### config.mk
export PLATFORM = sky130hd
export DESIGN_NAME = catch_up_pacing_timer
export DESIGN_NICKNAME = d
export VERILOG_FILES = /design/src/hw/rtl/cupt_pkg.sv /design/src/hw/rtl/catch_up_pacing_timer.sv /design/src/hw/rtl/cupt_ctrl.sv /design/src/hw/rtl/cupt_dp.sv
export SDC_FILE = /design/constraint.sdc
export NUM_CORES = 1
export LEC_CHECK = 0
export ABC_AREA = 1
export BUFFER_PORTS_ARGS = -buffer_cell sky130_fd_sc_hd__buf_2
export CORE_MARGIN = 1
export CORE_UTILIZATION = 50
export DETAILED_ROUTE_END_ITERATION = 6
export PLACE_DENSITY = 0.72
export SYNTH_ARGS = -nofsm -noshare
export SYNTH_HDL_FRONTEND = slang
export SYNTH_HIERARCHICAL = 1
export SYNTH_SLANG_ARGS = --single-unit
### constraint.sdc
create_clock -name clock -period 7 [get_ports clock]
set_input_delay 0.35 -clock clock [delete_from_list [all_inputs] [get_ports clock]]
set_output_delay 0.35 -clock clock [all_outputs]
set_load 0.05 [all_outputs]
### src/hw/rtl/cupt_pkg.sv
// Shared types, codes and helpers for the catch-up pacing timer.
`timescale 1ns / 1ps

package cupt_pkg;

   // Operation codes carried in req_kind
   localparam logic [1:0] KIND_START = 2'd0;
   localparam logic [1:0] KIND_POLL  = 2'd1;
   localparam logic [1:0] KIND_STOP  = 2'd2;
   localparam logic [1:0] KIND_CLEAR = 2'd3;

   localparam logic [31:0] HALF_RANGE   = 32'h7FFF_FFFF;
   localparam logic [15:0] INTERVAL_RST = 16'd20;
   localparam logic [15:0] PENDING_MAX  = 16'hFFFF;
   localparam int          DIV_STEPS    = 32;

   // CSR register indexes
   localparam logic REG_INTERVAL = 1'b0;

   typedef enum logic [2:0] {
      ST_IDLE,
      ST_EXEC,
      ST_DIV,
      ST_CATCH,
      ST_MEASURE,
      ST_OUT
   } state_type;

   typedef struct packed {
      logic load;       // capture the incoming item
      logic exec;       // simple update for start, stop, clear and plain poll
      logic div_start;  // seed the divider with the elapsed time
      logic div_step;   // one restoring-division step
      logic catch_up;   // queue the owed slots, move the mark, take one
      logic measure;    // register elapsed time for the remaining figure
      logic publish;    // load the result register
   } cmd_type;

   typedef struct packed {
      logic [1:0] kind;
      logic       running;
      logic       pending_nz;
      logic       overdue;   // elapsed exceeds the interval
      logic       div_last;
      logic       out_busy;  // result register still held by the consumer
   } sts_type;

   // Elapsed time with the wrap rule: one less when the mark sits in the
   // upper half and now in the lower half.
   function automatic logic [31:0] elapsed_since(input logic [31:0] mark,
                                                 input logic [31:0] now);
      logic [31:0] diff;
      diff = now - mark;
      if (mark > HALF_RANGE && now < HALF_RANGE) begin
         diff = diff - 32'd1;
      end
      return diff;
   endfunction

endpackage

### src/hw/rtl/catch_up_pacing_timer.sv
// Sequence: start, stop, clear and any poll other than a catch-up poll pass through
// execute, measure and output; a catch-up poll adds the 32-step serial divider and the
// catch-up state between execute and measure. Flow: one item at a time, the next item
// taken the cycle after loading the result; the divider gives one quotient bit per cycle.
// Reset (synchronous, active high): timer stopped, mark 0, no slots queued, interval 20 ms,
// no result held.
`timescale 1ns / 1ps

module catch_up_pacing_timer
   import cupt_pkg::*;
(
   input  logic        clock,
   input  logic        reset,
   // input items
   input  logic        req_valid,
   output logic        req_stall,
   input  logic [1:0]  req_kind,
   input  logic [31:0] req_now_ms,
   // result items
   output logic        rsp_valid,
   input  logic        rsp_stall,
   output logic        rsp_send_now,
   output logic [15:0] rsp_remaining_ms,
   output logic [15:0] rsp_pending_slots,
   // register port
   input  logic        csr_psel,
   input  logic        csr_penable,
   input  logic        csr_pwrite,
   input  logic [2:0]  csr_paddr,
   input  logic [31:0] csr_pwdata,
   output logic [31:0] csr_prdata,
   output logic        csr_pready
);

   cmd_type     cmd;
   sts_type     sts;
   logic        cfg_we;
   logic [15:0] interval;

   // Zero-wait port; the interval register answers wherever paddr[2] is low (bytes 0 to 3),
   // addresses 4 to 7 read as zero and ignore writes.
   assign csr_pready = 1'b1;
   assign cfg_we     = csr_psel && csr_penable && csr_pwrite && csr_pready
                       && (csr_paddr[2] == REG_INTERVAL);
   assign csr_prdata = (csr_paddr[2] == REG_INTERVAL) ? {16'd0, interval} : 32'd0;

   // Sequencer: accept, execute or divide, measure, publish
   cupt_ctrl u_ctrl (
      .clock     (clock),
      .reset     (reset),
      .req_valid (req_valid),
      .req_stall (req_stall),
      .sts       (sts),
      .cmd       (cmd)
   );

   // Timer state, divider and the result register
   cupt_dp u_dp (
      .clock             (clock),
      .reset             (reset),
      .cmd               (cmd),
      .sts               (sts),
      .req_kind          (req_kind),
      .req_now_ms        (req_now_ms),
      .cfg_we            (cfg_we),
      .cfg_data          (csr_pwdata[15:0]),
      .interval          (interval),
      .rsp_stall         (rsp_stall),
      .rsp_valid         (rsp_valid),
      .rsp_send_now      (rsp_send_now),
      .rsp_remaining_ms  (rsp_remaining_ms),
      .rsp_pending_slots (rsp_pending_slots)
   );

endmodule

### src/hw/rtl/cupt_ctrl.sv
// Sequencer for the pacing timer: steps one item through the datapath.
`timescale 1ns / 1ps

module cupt_ctrl
   import cupt_pkg::*;
(
   input  logic    clock,
   input  logic    reset,
   input  logic    req_valid,
   output logic    req_stall,
   input  sts_type sts,
   output cmd_type cmd
);

   state_type state_ff, state_in;

   always_ff @(posedge clock) begin
      if (reset) begin
         state_ff <= ST_IDLE;
      end else begin
         state_ff <= state_in;
      end
   end

   always_comb begin
      state_in  = state_ff;
      cmd       = '0;
      req_stall = 1'b1;
      case (state_ff)
         ST_IDLE: begin
            req_stall = 1'b0;
            if (req_valid) begin
               cmd.load = 1'b1;
               state_in = ST_EXEC;
            end
         end
         ST_EXEC: begin
            if (sts.kind == KIND_POLL && sts.running && !sts.pending_nz && sts.overdue) begin
               cmd.div_start = 1'b1;
               state_in      = ST_DIV;
            end else begin
               cmd.exec = 1'b1;
               state_in = ST_MEASURE;
            end
         end
         ST_DIV: begin
            cmd.div_step = 1'b1;
            if (sts.div_last) begin
               state_in = ST_CATCH;
            end
         end
         ST_CATCH: begin
            cmd.catch_up = 1'b1;
            state_in     = ST_MEASURE;
         end
         ST_MEASURE: begin
            cmd.measure = 1'b1;
            state_in    = ST_OUT;
         end
         ST_OUT: begin
            if (!sts.out_busy) begin
               cmd.publish = 1'b1;
               state_in    = ST_IDLE;
            end
         end
         default: begin
            state_in = ST_IDLE;
         end
      endcase
   end

endmodule

### src/hw/rtl/cupt_dp.sv
// Datapath for the pacing timer: timer state, serial divider, result register.
`timescale 1ns / 1ps

module cupt_dp
   import cupt_pkg::*;
(
   input  logic        clock,
   input  logic        reset,
   input  cmd_type     cmd,
   output sts_type     sts,
   input  logic [1:0]  req_kind,
   input  logic [31:0] req_now_ms,
   input  logic        cfg_we,
   input  logic [15:0] cfg_data,
   output logic [15:0] interval,
   input  logic        rsp_stall,
   output logic        rsp_valid,
   output logic        rsp_send_now,
   output logic [15:0] rsp_remaining_ms,
   output logic [15:0] rsp_pending_slots
);

   logic [1:0]  kind_ff;
   logic [31:0] now_ff;
   logic        running_ff;
   logic [31:0] mark_ff;
   logic [15:0] pending_ff;
   logic [15:0] interval_ff;
   logic        send_ff;
   logic [31:0] elapsed_ff;
   logic [31:0] quo_ff;
   logic [15:0] rem_ff;
   logic [4:0]  cnt_ff;
   logic        rsp_valid_ff;
   logic        rsp_send_ff;
   logic [15:0] rsp_remain_ff;
   logic [15:0] rsp_pending_ff;

   logic [31:0] elapsed_now;
   logic [16:0] rem_sh;
   logic [17:0] rem_diff;
   logic        rem_ge;
   logic [32:0] sum;
   logic [15:0] sat;
   logic        take;
   logic [32:0] used;
   logic [15:0] remain;

   assign elapsed_now = elapsed_since(mark_ff, now_ff);

   // restoring division step
   assign rem_sh   = {rem_ff, quo_ff[31]};
   assign rem_diff = {1'b0, rem_sh} - {2'b00, interval_ff};
   assign rem_ge   = !rem_diff[17];

   // catch-up: add owed slots with saturation, then take one
   assign sum  = {17'd0, pending_ff} + {1'b0, quo_ff};
   assign sat  = (|sum[32:16]) ? PENDING_MAX : sum[15:0];
   assign take = (sat != 16'd0);

   assign used   = {1'b0, elapsed_ff} + {17'd0, pending_ff};
   assign remain = (used >= {17'd0, interval_ff}) ? 16'd0 : (interval_ff - used[15:0]);

   always_ff @(posedge clock) begin
      if (reset) begin
         running_ff   <= 1'b0;
         mark_ff      <= '0;
         pending_ff   <= '0;
         interval_ff  <= INTERVAL_RST;
         rsp_valid_ff <= 1'b0;
      end else begin
         if (cfg_we) begin
            interval_ff <= (cfg_data == 16'd0) ? 16'd1 : cfg_data;
            pending_ff  <= '0;
         end
         if (cmd.exec) begin
            case (kind_ff)
               KIND_START: begin
                  running_ff <= 1'b1;
                  mark_ff    <= now_ff;
                  pending_ff <= 16'd1;
               end
               KIND_POLL: begin
                  if (running_ff && pending_ff != 16'd0) begin
                     pending_ff <= pending_ff - 16'd1;
                  end
               end
               KIND_STOP: begin
                  running_ff <= 1'b0;
               end
               KIND_CLEAR: begin
                  pending_ff <= '0;
               end
               default: begin
                  running_ff <= running_ff;
               end
            endcase
         end
         if (cmd.catch_up) begin
            pending_ff <= sat - {15'd0, take};
            mark_ff    <= now_ff - {16'd0, rem_ff};
         end
         if (cmd.publish) begin
            rsp_valid_ff <= 1'b1;
         end else if (!rsp_stall) begin
            rsp_valid_ff <= 1'b0;
         end
      end
   end

   always_ff @(posedge clock) begin
      if (cmd.load) begin
         kind_ff <= req_kind;
         now_ff  <= req_now_ms;
      end
      if (cmd.exec) begin
         send_ff <= (kind_ff == KIND_POLL) && running_ff && (pending_ff != 16'd0);
      end
      if (cmd.div_start) begin
         quo_ff <= elapsed_now;
         rem_ff <= '0;
         cnt_ff <= '0;
      end
      if (cmd.div_step) begin
         quo_ff <= {quo_ff[30:0], rem_ge};
         rem_ff <= rem_ge ? rem_diff[15:0] : rem_sh[15:0];
         cnt_ff <= cnt_ff + 5'd1;
      end
      if (cmd.catch_up) begin
         send_ff <= take;
      end
      if (cmd.measure) begin
         elapsed_ff <= elapsed_now;
      end
      if (cmd.publish) begin
         rsp_send_ff    <= send_ff;
         rsp_remain_ff  <= remain;
         rsp_pending_ff <= pending_ff;
      end
   end

   always_comb begin
      sts.kind       = kind_ff;
      sts.running    = running_ff;
      sts.pending_nz = (pending_ff != 16'd0);
      sts.overdue    = (elapsed_now > {16'd0, interval_ff});
      sts.div_last   = (cnt_ff == 5'(DIV_STEPS - 1));
      sts.out_busy   = rsp_valid_ff && rsp_stall;
   end

   assign interval          = interval_ff;
   assign rsp_valid         = rsp_valid_ff;
   assign rsp_send_now      = rsp_send_ff;
   assign rsp_remaining_ms  = rsp_remain_ff;
   assign rsp_pending_slots = rsp_pending_ff;

endmodule

---- Word level (Yosys, flattened, before mapping) ----
Cells that the tools add are included.
word-level totals
  register bits ........................... 222
  latch bits .............................. 0
  RAM bits ................................ 0
  ROM bits ................................ 0
  input port bits ......................... 76
  output and inout port bits .............. 68
  logic and storage cells ................. 109
  memories ................................ 0
cells by class
  add/sub/neg operators ................... 10
  multiply operators ...................... 0
  div/mod/pow operators ................... 0
  order comparisons ....................... 4
  equal/unequal tests ..................... 13
  shift-type cells ........................ 0
  muxes and demuxes ....................... 40
  bitwise gates (word level) .............. 1
  reductions and logical operators ........ 25
operators by type and width
  cell                                                                               count
  32-bit two-way mux                                                                 6
  16-bit two-way mux                                                                 10
  16-bit case mux with 3 select lines                                                1
  16-bit by 32-bit adder with 33-bit output                                          1
  32-bit by 16-bit adder with 33-bit output                                          1
  33-bit by 16-bit >= comparator with 1-bit output                                   1
  32-bit by 16-bit greater-than comparator with 1-bit output                         1
  32-bit by 31-bit greater-than comparator with 1-bit output, second input constant  1
  32-bit by 31-bit less-than comparator with 1-bit output, second input constant     1
  16-bit nonzero test                                                                2
  32-bit by 1-bit subtractor with 32-bit output, second input constant               1
  32-bit by 16-bit subtractor with 32-bit output                                     1
  32-bit subtractor                                                                  1
  3-bit case mux with 6 select lines                                                 1
  17-bit by 16-bit subtractor with 18-bit output                                     1
  17-bit OR reduction                                                                1
  16-bit logical NOT                                                                 1
  16-bit by 1-bit subtractor with 16-bit output                                      1
  16-bit by 1-bit subtractor with 16-bit output, second input constant               1
  16-bit subtractor                                                                  1
  1-bit two-way mux                                                                  14
  3-bit two-way mux                                                                  4
  1-bit logical AND                                                                  10
  5-bit two-way mux                                                                  2
  other kinds (18)                                                                   28

---- Longest topological paths before layout ----
Gate-level depths: netlist of run 1.
  depth after elaboration ................. 9
  gate-level depth with buffers ........... 41
  depth with buffers taken out ............ 41

---- Modules after synthesis ----
Netlist of run 1, hierarchy kept.
by module, submodules not included
  module                 times used  cells an instance  area an instance (um^2)
  cupt_dp                1           2649               18715.4
  catch_up_pacing_timer  1           57                 296.5
  cupt_ctrl              1           47                 269.0

---- Worst setup path after synthesis of run 1 ----
Ideal clock, no wire load.
  path type ............................... flip-flop to flip-flop
  start ................................... register u_dp.now_ff[0]
  end ..................................... register u_dp.pending_ff[6]
  setup time .............................. 0.070 ns
  data arrival time ....................... 4.842 ns
  data required time ...................... 6.930 ns
  setup slack ............................. 2.087 ns
  cell stages (with the launch flop) ...... 40
  path buffers ............................ 1
  cells stage by stage .................... edfxtp_1 > inv_1 > ha_1 > inv_1 > fa_1 > nand3_1 > nand2_1 > nand2_1 > nand2_2 > nand2_1 > nand2_2 > xnor2_1 > nand2_1 > nor2_1 > nand3_1 > nor2_2 > xor2_1 > ha_1 > (+4 left out) > nor2_1 > nand3_1 > nor2_1 > nand3_1 > nor2_1 > nand2_1 > nand3_2 > nand2_1 > inv_1 > nand2_1 > nor2_1 > clkbuf_1 > inv_1 > a21oi_1 > nand2_1 > o31ai_1 > nand2_1 > a21oi_1
RTL lines
  what                      line            text
  start: declaration        cupt_dp.sv:24   logic [31:0] now_ff;
  start signal: assignment  cupt_dp.sv:114  now_ff <= req_now_ms;
  end signal: assignment    cupt_dp.sv:85   pending_ff <= pending_ff - 16'd1;
  end signal: assignment    cupt_dp.sv:100  pending_ff <= sat - {15'd0, take};
  end: declaration          cupt_dp.sv:27   logic [15:0] pending_ff;

==> flow_metrics.env, run 1 <==
export IMPL_h_tree_depth=1
export IMPL_totalWireLength_mm=58.0
export IMPL_dp_hpwl_mm=45.5
export IMPL_synth_top_area_frac=0.238
export IMPL_synth_largest_area_cell="edfxtp_1"
export IMPL_synthTopCellsByArea="edfxtp_1, nand2_1, ha_1"
export IMPL_p_leak_uw=0.0100
export IMPL_rows=71
export IMPL_status="complete, no violations"
export IMPL_firstDrtPassIters=6
export IMPL_arrival_ns=6.68
export IMPL_root_buffer="clkbuf_16"
export IMPL_tightestPinTransition_ns=1.24
export IMPL_rsz0062_at_grt="no"
export IMPL_dpl_worst_slack_ns=0.618
export IMPL_die_area_um2=39400
export IMPL_crit_start="u_dp/now_ff[0]$_DFFE_PP_"
export IMPL_crit_top_cell="nand2_1"
export IMPL_critPathMaxStageDelay_ns=0.41
export IMPL_async_reset_ff_frac=0
export IMPL_maxCapViolations=0
export IMPL_layout_drive_gt1_share=0.0948
export IMPL_synthFlopType="edfxtp_1"
export IMPL_antenna_found_initial=0
export IMPL_core_um2=37800
export IMPL_finalSetupViolations=0
export IMPL_utilization=0.569
export IMPL_ys_ff_latch=222
export IMPL_cts_made_buffers=27
export IMPL_grt_max_degree=54
export IMPL_n_fill_cell=3648
export IMPL_clockBufferDepth=3
export IMPL_grt_pass1_wl_mm=91.8
export IMPL_die_width_um=198
export IMPL_nNetsFinal=3124
export IMPL_power_density_nw_per_um2=183
export IMPL_crit_required_ns=7.47
export IMPL_grt_ovfl_total=0
export IMPL_fin_setup_tns_ns=0
export IMPL_post_cts_buffers=0
export IMPL_period_minus_slack_ns=6.21
export IMPL_drc=0
export IMPL_postSynthCellCount=2753
export IMPL_max_freq_mhz=161
export IMPL_area_growth_pct=11.7
export IMPL_viasPerCell=5.45
export IMPL_numPortBuffers=108
export IMPL_grt_use_total=0.297
export IMPL_end_kind="flip-flop"
export IMPL_grt_pass1_vias=18089
export IMPL_cts_sinks=222
export IMPL_layout_worst_path_cycle_share=0.887
export IMPL_cts_tree="done"
export IMPL_vias=18655
export IMPL_clock_latency_ns=0.56
export IMPL_wl_per_cell_um=16.9
export IMPL_synth_edf_count=153
export IMPL_hold_viol=0
export IMPL_crit_fanout=11
export IMPL_clkTransAtPathRegs_ns=0.06
export IMPL_drt_iter0_drc=1292
export IMPL_ir_worst_vdd_mv=0.208
export IMPL_antenna_left=0
export IMPL_hold_start="csr_pwdata[4]"
export IMPL_crit_type="reg -> reg"
export IMPL_ys_warn_count=6
export IMPL_cp_slowest_cell="fa_1"
export IMPL_synth_seq_area_share=0.310
export IMPL_place_gp_congestion=0.968
export IMPL_io_pins=144
export IMPL_netlist_cell_type_count=64
export IMPL_reg2reg_from="u_dp/now_ff[0]$_DFFE_PP_"
export IMPL_worstHoldPathType="in -> reg"
export IMPL_syn_area_um2=19300
export IMPL_layout_setup_ws_ns=0.792
export IMPL_relSlewSlack=0.168
export IMPL_antenna_cells=0
export IMPL_die_h_um=198
export IMPL_start_util=0.509
export IMPL_syn_avg_cell_area_um2=7.00
export IMPL_start_kind="flip-flop"
export IMPL_finalMaxSlewViolations=0
export IMPL_skew_ns=0.0208
==> cell usage after synthesis (all sizes together), types with 5 or more instances <==
cell type,n
nor3,38
xnor2,35
nor2,343
o31ai,5
a21o,5
xor2,94
a211oi,20
clkbuf,34
fa,6
a31oi,13
a21oi,184
or2,10
and2,5
nand3b,12
nand4,61
ha,150
inv,433
o21bai,17
nand3,159
dfxtp,69
edfxtp,153
nor4,18
o211ai,14
nand2,679
o21ai,145
buf,27
==> cells in the final DEF (no fill, tap or decap), drive strengths merged, types with 69 or more instances in the layout <==
| cell | synthesis | layout |
|---|---|---|
| o21ai | 145 | 145 |
| a21oi | 184 | 184 |
| xor2 | 94 | 94 |
| buf | 27 | 122 |
| inv | 433 | 434 |
| dfxtp | 69 | 69 |
| ha | 150 | 150 |
| edfxtp | 153 | 153 |
| nand3 | 159 | 159 |
| nand2 | 679 | 679 |
| nor2 | 343 | 343 |
==> repair_timing <==
item,4_1_cts,5_1_grt
endpoints found under the hold margin,34,0
hold buffers,34,0
resized for setup,0,2
endpoints found under the setup margin,0,14
==> path summary, 6_finish.rpt <==
| kind | depth (start not counted) | slack, ns | endpoint |
|---|---|---|---|
| worst max-delay path | 37 | 0.79 | u_dp/mark_ff[5]$_SDFFE_PP0P_ |
| worst min-delay path | 3 | 0.05 | u_dp/interval[4]$_SDFFE_PP1P_ |
| worst max register to register | 37 | 0.79 | u_dp/mark_ff[5]$_SDFFE_PP0P_ |
| worst min register to register | 0 | 0.42 | u_dp/rsp_send_now$_DFFE_PP_ |
==> worst max-delay path, delay by kind of cell, from the launching register on <==
kind	cells	cell delay (ns)
and+or+nand+nor	22	2.39
AOI/OAI and AO/OA	5	0.97
adders and majority gates	3	0.92
buffers and inverters	5	0.73
xor gates and xnor gates	2	0.71
DFF	1	0.40
==> registers in the layout, summed over array words and instances (netlist names) <==
signal                  count
u_dp/running_ff             1
u_dp/elapsed_ff            32
u_dp/pending_ff            16
u_ctrl/state_ff             3
u_dp/now_ff                32
u_dp/rsp_pending_slots     16
u_dp/kind_ff                2
u_dp/send_ff                1
u_dp/rem_ff                16
u_dp/rsp_remaining_ms      16
u_dp/rsp_send_now           1
u_dp/interval              16
u_dp/cnt_ff                 5
u_dp/mark_ff               32
u_dp/quo_ff                32
u_dp/rsp_valid              1
==> kinds of logic after synthesis <==
group / share of synthesized area
flip-flops: 0.310
other: 0.000390
AND/OR/NAND/NOR: 0.302
XOR/XNOR: 0.0602
buffers and inverters: 0.103
AO/OA/AOI/OAI: 0.121
adder cells (fa/ha/maj): 0.104
==> power breakdown <==
| group | leakage, uW | switching (uW) | internal [uW] |
|---|---|---|---|
| clock | 0.000433 | 585 | 853 |
| sequential | 0.00199 | 50.4 | 1480 |
| combinational | 0.00759 | 653 | 310 |
==> routing by layer <==
layer	wire length (um)	vias to the layer above	global-route usage
met5	0	-	0
met4	2020	0	0.105
met3	3230	117	0.0288
met2	28000	609	0.530
met1	24700	8638	0.371
li1	-	9291	-
==> metrics by stage <==
stage / instance area, um2 / power (uW) / hold WS (ns) / cells
2_1_floorplan: 19300 / 2250 / 0.400 / 2768
3_3_place_gp: 20300 / 2470 / 0.409 / 3340
3_5_place_dp: 20300 / 2490 / 0.413 / 3340
4_1_cts: 21500 / 3950 / 0.0292 / 3423
5_1_grt: 21500 / 4120 / 0.0685 / 3423
6_report: 21500 / 3940 / 0.0494 / 3423
==> area by class of cell <==
| cell class | count | area (um2) | share of cell area |
|---|---|---|---|
| multi-input combinational | 2051 | 11400 | 0.530 |
| sequential | 222 | 5980 | 0.277 |
| inverter | 434 | 1630 | 0.0758 |
| timing repair buffer | 156 | 986 | 0.0458 |
| clock buffer | 29 | 683 | 0.0317 |
| tap | 511 | 639 | 0.0297 |
| clock inverter | 20 | 213 | 0.00988 |
Note: power is estimated with default switching activity, not from simulation.
==> run 2, diff against run 1 <==
==> constraint.sdc (replaced) <==
create_clock -name clock -period 7 [get_ports clock]
set_input_delay 0.7 -clock clock [delete_from_list [all_inputs] [get_ports clock]]
set_output_delay 0.7 -clock clock [all_outputs]
set_load 0.05 [all_outputs]
==> run 2 against run 1 <==
Effect of this change:
- die area did not move
- flip-flop and latch count did not move
- largest power group unchanged
- sequential power barely moved
- wire length rose by 1.3%
- first-iteration DRC count rose by 3.9%
- global-route usage rose by 0.32 points
- combinational power barely moved
- clock skew fell by 0.0087 ns
- setup slack got worse by 0.085 ns
- via count fell by 0.66%
==> flow_metrics.env, run 2 (same netlist as run 1, synthesis figures left out) <==
export IMPL_status="complete, no violations"
export IMPL_crit_required_ns=7.49
export IMPL_finalMaxSlewViolations=0
export IMPL_layout_setup_ws_ns=0.707
export IMPL_final_cell_mix="nand2_1, inv_1, nor2_1"
export IMPL_final_common_cell="nand2_1"
export IMPL_nNetsFinal=3094
export IMPL_multi_input_area_um2=11400
export IMPL_rows=71
export IMPL_clock_latency_ns=0.57
export IMPL_grt_max_degree=48
export IMPL_crit_cells=36
export IMPL_hold_buffers=0
export IMPL_relSlewSlack=0.129
export IMPL_antenna_found_initial=0
export IMPL_core_um2=37800
export IMPL_dpl_worst_slack_ns=0.736
export IMPL_firstDrtPassIters=6
export IMPL_cts_made_buffers=27
export IMPL_cp_slowest_cell="edfxtp_1"
export IMPL_viasPerCell=5.46
export IMPL_vias=18532
export IMPL_ir_worst_vdd_mv=0.178
export IMPL_reg2regPathDepth=36
export IMPL_clkTransAtPathRegs_ns=0.06
export IMPL_fin_cells=3393
export IMPL_grt_ovfl_total=0
export IMPL_h_tree_depth=1
export IMPL_place_gp_congestion=0.953
export IMPL_layout_drive_gt1_share=0.0972
export IMPL_crit_fanout=11
export IMPL_place_area_um2=20300
export IMPL_maxCapViolations=0
export IMPL_cts_sinks=222
export IMPL_pwr_share_comb=0.239
export IMPL_root_buffer="clkbuf_16"
export IMPL_dp_cells=3344
export IMPL_fin_setup_tns_ns=0
export IMPL_io_pins=144
export IMPL_power_density_nw_per_um2=189
export IMPL_power_net_switching_uw=1290
export IMPL_reg2reg_from="u_dp/now_ff[0]$_DFFE_PP_"
export IMPL_numPortBuffers=108
export IMPL_skew_ns=0.0120
export IMPL_totalWireLength_mm=58.7
export IMPL_clockBufferDepth=3
export IMPL_start_util=0.509
export IMPL_antenna_cells=0
export IMPL_seq_power_share=0.380
export IMPL_die_width_um=198
export IMPL_drc=0
export IMPL_critPathBufInv=5
export IMPL_max_freq_mhz=159
export IMPL_sw_frac_of_total=0.320
export IMPL_crit_family="simple AND/OR/NAND/NOR gates"
export IMPL_r2r_slack_ns=0.71
export IMPL_grt_pass1_wl_mm=91.8
export IMPL_period_minus_slack_ns=6.29
export IMPL_power_frac_clock=0.380
export IMPL_p_leak_uw=0.00993
export IMPL_drt_iter0_drc=1343
export IMPL_cts_tree="done"
export IMPL_area_growth_pct=10.4
export IMPL_crit_top_cell="nand2_1"
export IMPL_rsz0062_at_grt="no"
export IMPL_die_area_um2=39400
export IMPL_tightestPinTransition_ns=1.30
export IMPL_area_sequential_um2=5980
export IMPL_finalSetupViolations=0
export IMPL_crit_start="u_dp/now_ff[0]$_DFFE_PP_"
export IMPL_crit_type="reg -> reg"
export IMPL_end_kind="flip-flop"
export IMPL_wl_per_cell_um=17.3
export IMPL_hold_viol=0
export IMPL_cp_endpoint="u_dp/mark_ff[5]$_SDFFE_PP0P_"
export IMPL_n_fill_cell=3723
export IMPL_start_kind="flip-flop"
export IMPL_layout_worst_path_cycle_share=0.899
export IMPL_grt_pass1_vias=17611
export IMPL_antenna_left=0
export IMPL_r2r_end="u_dp/mark_ff[5]$_SDFFE_PP0P_"
export IMPL_die_h_um=198
export IMPL_p_int_uw=2740
export IMPL_arrival_ns=6.78
export IMPL_grt_use_total=0.300
export IMPL_worstHoldPathType="in -> reg"
export IMPL_finalInstanceArea_um2=21300
export IMPL_critPathMaxStageDelay_ns=0.41
export IMPL_dp_hpwl_mm=47.0
## run 2: cell types whose count changed in the layout (fill, tap and decap cells not counted), moves of 2 or more
cell           before  now
dlygate4sd3_1      34    0
clkinv_1            6    2
clkbuf_1            2    5
clkinv_2            5    3
buf_4              14   18
clkbuf_8            0    4
clkinvlp_4          4    2
## run 2: worst min path at each step
stage	end	slack, ns	depth (start not counted)	from
2_1_floorplan	u_dp/rsp_send_now$_DFFE_PP_	0.40	0	u_dp/send_ff$_DFFE_PP_
3_5_place_dp	u_dp/rsp_send_now$_DFFE_PP_	0.43	0	u_dp/send_ff$_DFFE_PP_
6_report	u_dp/now_ff[19]$_DFFE_PP_	0.30	1	req_now_ms[19]
3_3_place_gp	u_dp/rsp_send_now$_DFFE_PP_	0.42	0	u_dp/send_ff$_DFFE_PP_
4_1_cts	u_dp/now_ff[17]$_DFFE_PP_	0.28	1	req_now_ms[17]
5_1_grt	u_dp/now_ff[17]$_DFFE_PP_	0.29	1	req_now_ms[17]
## run 2: timing repair
action                                  in CTS  in global routing
gates resized for setup                      0                  1
endpoints found under the setup margin       0                  1
buffers inserted                             0                  0
## run 2: power by group through the flow
stage | registers (uW) | clock network (uW) | logic (uW)
final | 1530 | 1530 | 965
after global routing | 1540 | 1600 | 1070
after CTS | 1530 | 1550 | 955
after detailed placement | 1560 | 0 | 949
after global placement | 1560 | 0 | 927
after floorplan | 1550 | 0 | 694
## run 2: layout make-up
type / instances / area share
Clock buffer: 37 / 0.0364
Clock inverter: 12 / 0.00911
Inverter: 434 / 0.0767
Multi-Input combinational cell: 2051 / 0.535
Sequential cell: 222 / 0.281
Tap cell: 511 / 0.0300
Timing Repair Buffer: 126 / 0.0317
## run 2: worst register-to-register path, delay by kind of cell, from the launching register on
family	cells	cell delay (ns)
and+or+nand+nor	20	2.59
xor gates and xnor gates	2	0.57
DFF	1	0.41
buffers and inverters	5	0.78
AOI/OAI and AO/OA	6	0.98
adders and majority gates	3	0.88
## run 2: layer usage
layer / track usage / wire length [um]
met1: 0.368 / 24700
met2: 0.541 / 28700
met5: 0 / 0
met4: 0.110 / 2100
met3: 0.0329 / 3260
## run 2: stage by stage
step | hold slack (ns) | utilization | total power (uW)
2_1_floorplan | 0.400 | - | 2250
3_3_place_gp | 0.419 | 0.537 | 2490
3_5_place_dp | 0.431 | 0.537 | 2510
4_1_cts | 0.285 | 0.563 | 4040
5_1_grt | 0.292 | 0.563 | 4210
6_report | 0.303 | 0.563 | 4030
==> run 3, diff against run 2 <==
ABC_AREA = unset   (was 1)
BUFFER_PORTS_ARGS = unset   (was -buffer_cell sky130_fd_sc_hd__buf_2)
DONT_BUFFER_PORTS = 1   (was unset)
PLACE_DENSITY = 0.69   (was 0.72)
==> run 3 against run 2 <==
Effect of this change:
- final area shrank 9.9%
- die area down 9.5%
- setup slack worse by 0.38 ns
- clock power is 6% lower
- clock skew increased by 0.0014 ns
- critical path depth fell by 8
- clock-buffer cell count is 4 lower
- global-route usage decreased by 5.3 points
- flip-flop and latch count unchanged
- synthesized cell count down 29%
- critical path type unchanged
- critical endpoint is now u_dp/mark_ff[4]$_SDFFE_PP0P_
- largest power group unchanged
- highest routed layer unchanged
==> flow_metrics.env, run 3 <==
export IMPL_syn_area_um2=17400
export IMPL_drc=0
export IMPL_final_cell_mix="nor2_1, edfxtp_1, ha_1"
export IMPL_synth_edf_count=153
export IMPL_synthTopCellsByArea="edfxtp_1, ha_1, dfxtp_1"
export IMPL_die_width_um=189
export IMPL_postSynthCellCount=1956
export IMPL_dpl_worst_slack_ns=0.00641
export IMPL_finalSetupViolations=0
export IMPL_root_buffer="clkbuf_16"
export IMPL_grt_max_degree=69
export IMPL_layout_drive_gt1_share=0.0926
export IMPL_totalWireLength_mm=45.1
export IMPL_antenna_left=0
export IMPL_firstDrtPassIters=5
export IMPL_h_tree_depth=1
export IMPL_arrival_ns=7.09
export IMPL_hold_viol=0
export IMPL_cp_slowest_cell="or4_4"
export IMPL_die_h_um=189
export IMPL_cts_made_buffers=28
export IMPL_place_gp_congestion=0.976
export IMPL_period_minus_slack_ns=6.68
export IMPL_wl_per_cell_um=18.5
export IMPL_nNetsFinal=2198
export IMPL_maxCapViolations=0
export IMPL_p_total_uw=3720
export IMPL_synth_seq_area_share=0.343
export IMPL_grt_pass1_wl_mm=71.2
export IMPL_grt_pass1_vias=13709
export IMPL_n_fill_cell=3105
export IMPL_clockBufferDepth=3
export IMPL_fin_cells=2443
export IMPL_synth_most_common_cell="nor2_1"
export IMPL_start_util=0.506
export IMPL_relSlewSlack=0.357
export IMPL_dp_hpwl_mm=34.4
export IMPL_status="complete, no violations"
export IMPL_holdWs_ns=0.196
export IMPL_clkTransAtPathRegs_ns=0.06
export IMPL_grt_use_total=0.247
export IMPL_crit_type="reg -> reg"
export IMPL_start_kind="flip-flop"
export IMPL_synth_top_area_frac=0.264
export IMPL_ir_worst_vdd_mv=0.188
export IMPL_finalInstanceArea_um2=19200
export IMPL_ys_ff_latch=222
export IMPL_cts_tree="done"
export IMPL_async_reset_ff_frac=0
export IMPL_max_freq_mhz=150
export IMPL_end_kind="flip-flop"
export IMPL_drt_iter0_drc=944
export IMPL_final_common_cell="nor2_1"
export IMPL_antenna_cells=0
export IMPL_synth_largest_area_cell="edfxtp_1"
export IMPL_power_density_nw_per_um2=194
export IMPL_finalMaxSlewViolations=0
export IMPL_numPortBuffers=0
export IMPL_antenna_found_initial=0
export IMPL_die_area_um2=35600
export IMPL_crit_required_ns=7.41
export IMPL_syn_avg_cell_area_um2=8.91
export IMPL_vias=14490
export IMPL_ys_warn_count=6
export IMPL_grt_ovfl_total=0
export IMPL_worstHoldPathType="in -> reg"
export IMPL_io_pins=144
export IMPL_r2r_slack_ns=0.32
export IMPL_critPathMaxStageDelay_ns=0.56
export IMPL_layout_setup_ws_ns=0.322
export IMPL_core_um2=34500
export IMPL_synthFlopType="edfxtp_1"
export IMPL_cts_sinks=222
export IMPL_clock_latency_ns=0.57
export IMPL_multi_input_area_um2=10700
export IMPL_area_sequential_um2=5980
export IMPL_netlist_cell_type_count=85
export IMPL_skew_ns=0.0134
export IMPL_viasPerCell=5.93
export IMPL_crit_top_cell="a21oi_1"
export IMPL_tightestPinTransition_ns=0.961
export IMPL_place_area_um2=18000
export IMPL_p_leak_uw=0.00738
export IMPL_area_growth_pct=10.0
export IMPL_layout_worst_path_cycle_share=0.954
export IMPL_dp_cells=2382
export IMPL_ys_top_cells_by_count="nor2_1, edfxtp_1, ha_1, inv_1, nand2_1"
export IMPL_crit_fanout=13
export IMPL_rows=68
==> run 3: changes by cell type in the layout (fill, tap and decap cells not counted), sizes merged, moves of 44 or more <==
cell | before | now
buf | 126 | 40
nand2 | 679 | 115
a21oi | 184 | 106
nand3 | 159 | 44
a211oi | 20 | 64
inv | 433 | 146
o21ai | 145 | 76
nor2 | 343 | 214
==> run 3: worst max-delay path, delay by kind of cell, from the launching register on <==
kind / cells / cell delay [ns]
mux: 1 / 0.21
buf+inv: 5 / 0.75
xor+xnor: 2 / 0.31
fa+ha+maj: 2 / 0.79
simple gates: 11 / 2.77
flops: 1 / 0.45
compound gates: 7 / 1.23
==> run 3: final timing paths <==
path                                     endpoint  depth (start not counted)                     start
setup / recovery     u_dp/mark_ff[4]$_SDFFE_PP0P_                         28  u_dp/now_ff[7]$_DFFE_PP_
hold / removal    u_ctrl/state_ff[1]$_SDFFE_PP0P_                          1                     reset
setup reg to reg     u_dp/mark_ff[4]$_SDFFE_PP0P_                         28  u_dp/now_ff[7]$_DFFE_PP_
hold reg to reg       u_dp/rsp_send_now$_DFFE_PP_                          0    u_dp/send_ff$_DFFE_PP_
==> run 3: layout make-up <==
class | instances | area share
clock inverters | 19 | 0.00972
flip-flops and latches | 222 | 0.312
clock buffers | 33 | 0.0386
inverters | 145 | 0.0284
repair buffers | 42 | 0.0215
well taps | 455 | 0.0297
multi-input cells | 1527 | 0.560
==> run 3: power by group <==
part           leakage, uW  internal, uW  switching [uW]
sequential         0.00192          1470            58.7
clock             0.000444           865             576
combinational      0.00502           299             453
total              0.00738          2640            1090
==> run 3: metrics by stage <==
| stage | TNS (ns) | util |
|---|---|---|
| after detailed placement | 0 | 0.521 |
| after floorplan | 0 | - |
| after global placement | 0 | 0.521 |
| after global routing | -0.000672 | 0.557 |
| final | 0 | 0.557 |
| after CTS | 0 | 0.548 |
==> run 3: repair_timing <==
| item | in CTS | in global routing |
|---|---|---|
| endpoints found under the setup margin | 2 | 85 |
| resized for setup | 1 | 30 |
| hold buffers | 0 | 0 |
| setup buffers | 0 | 7 |
| pin swaps | 0 | 11 |
| gates cloned | 0 | 2 |
==> run 3: routing by layer <==
layer / GRT usage / routed length, um
met5: 0 / 0
met4: 0.0775 / 1250
met3: 0.0276 / 2120
met2: 0.415 / 21200
met1: 0.333 / 20600
==> run 3: logic make-up after synthesis <==
family                   Yosys count  synth area share
AO/OA/AOI/OAI                    484             0.190
XOR/XNOR                         125            0.0628
adder cells (fa/ha/maj)          156             0.115
buffers and inverters            222            0.0547
flip-flops                       222             0.343
multiplexers                      63            0.0380
other                              2          0.000431
AND/OR/NAND/NOR                  682             0.197
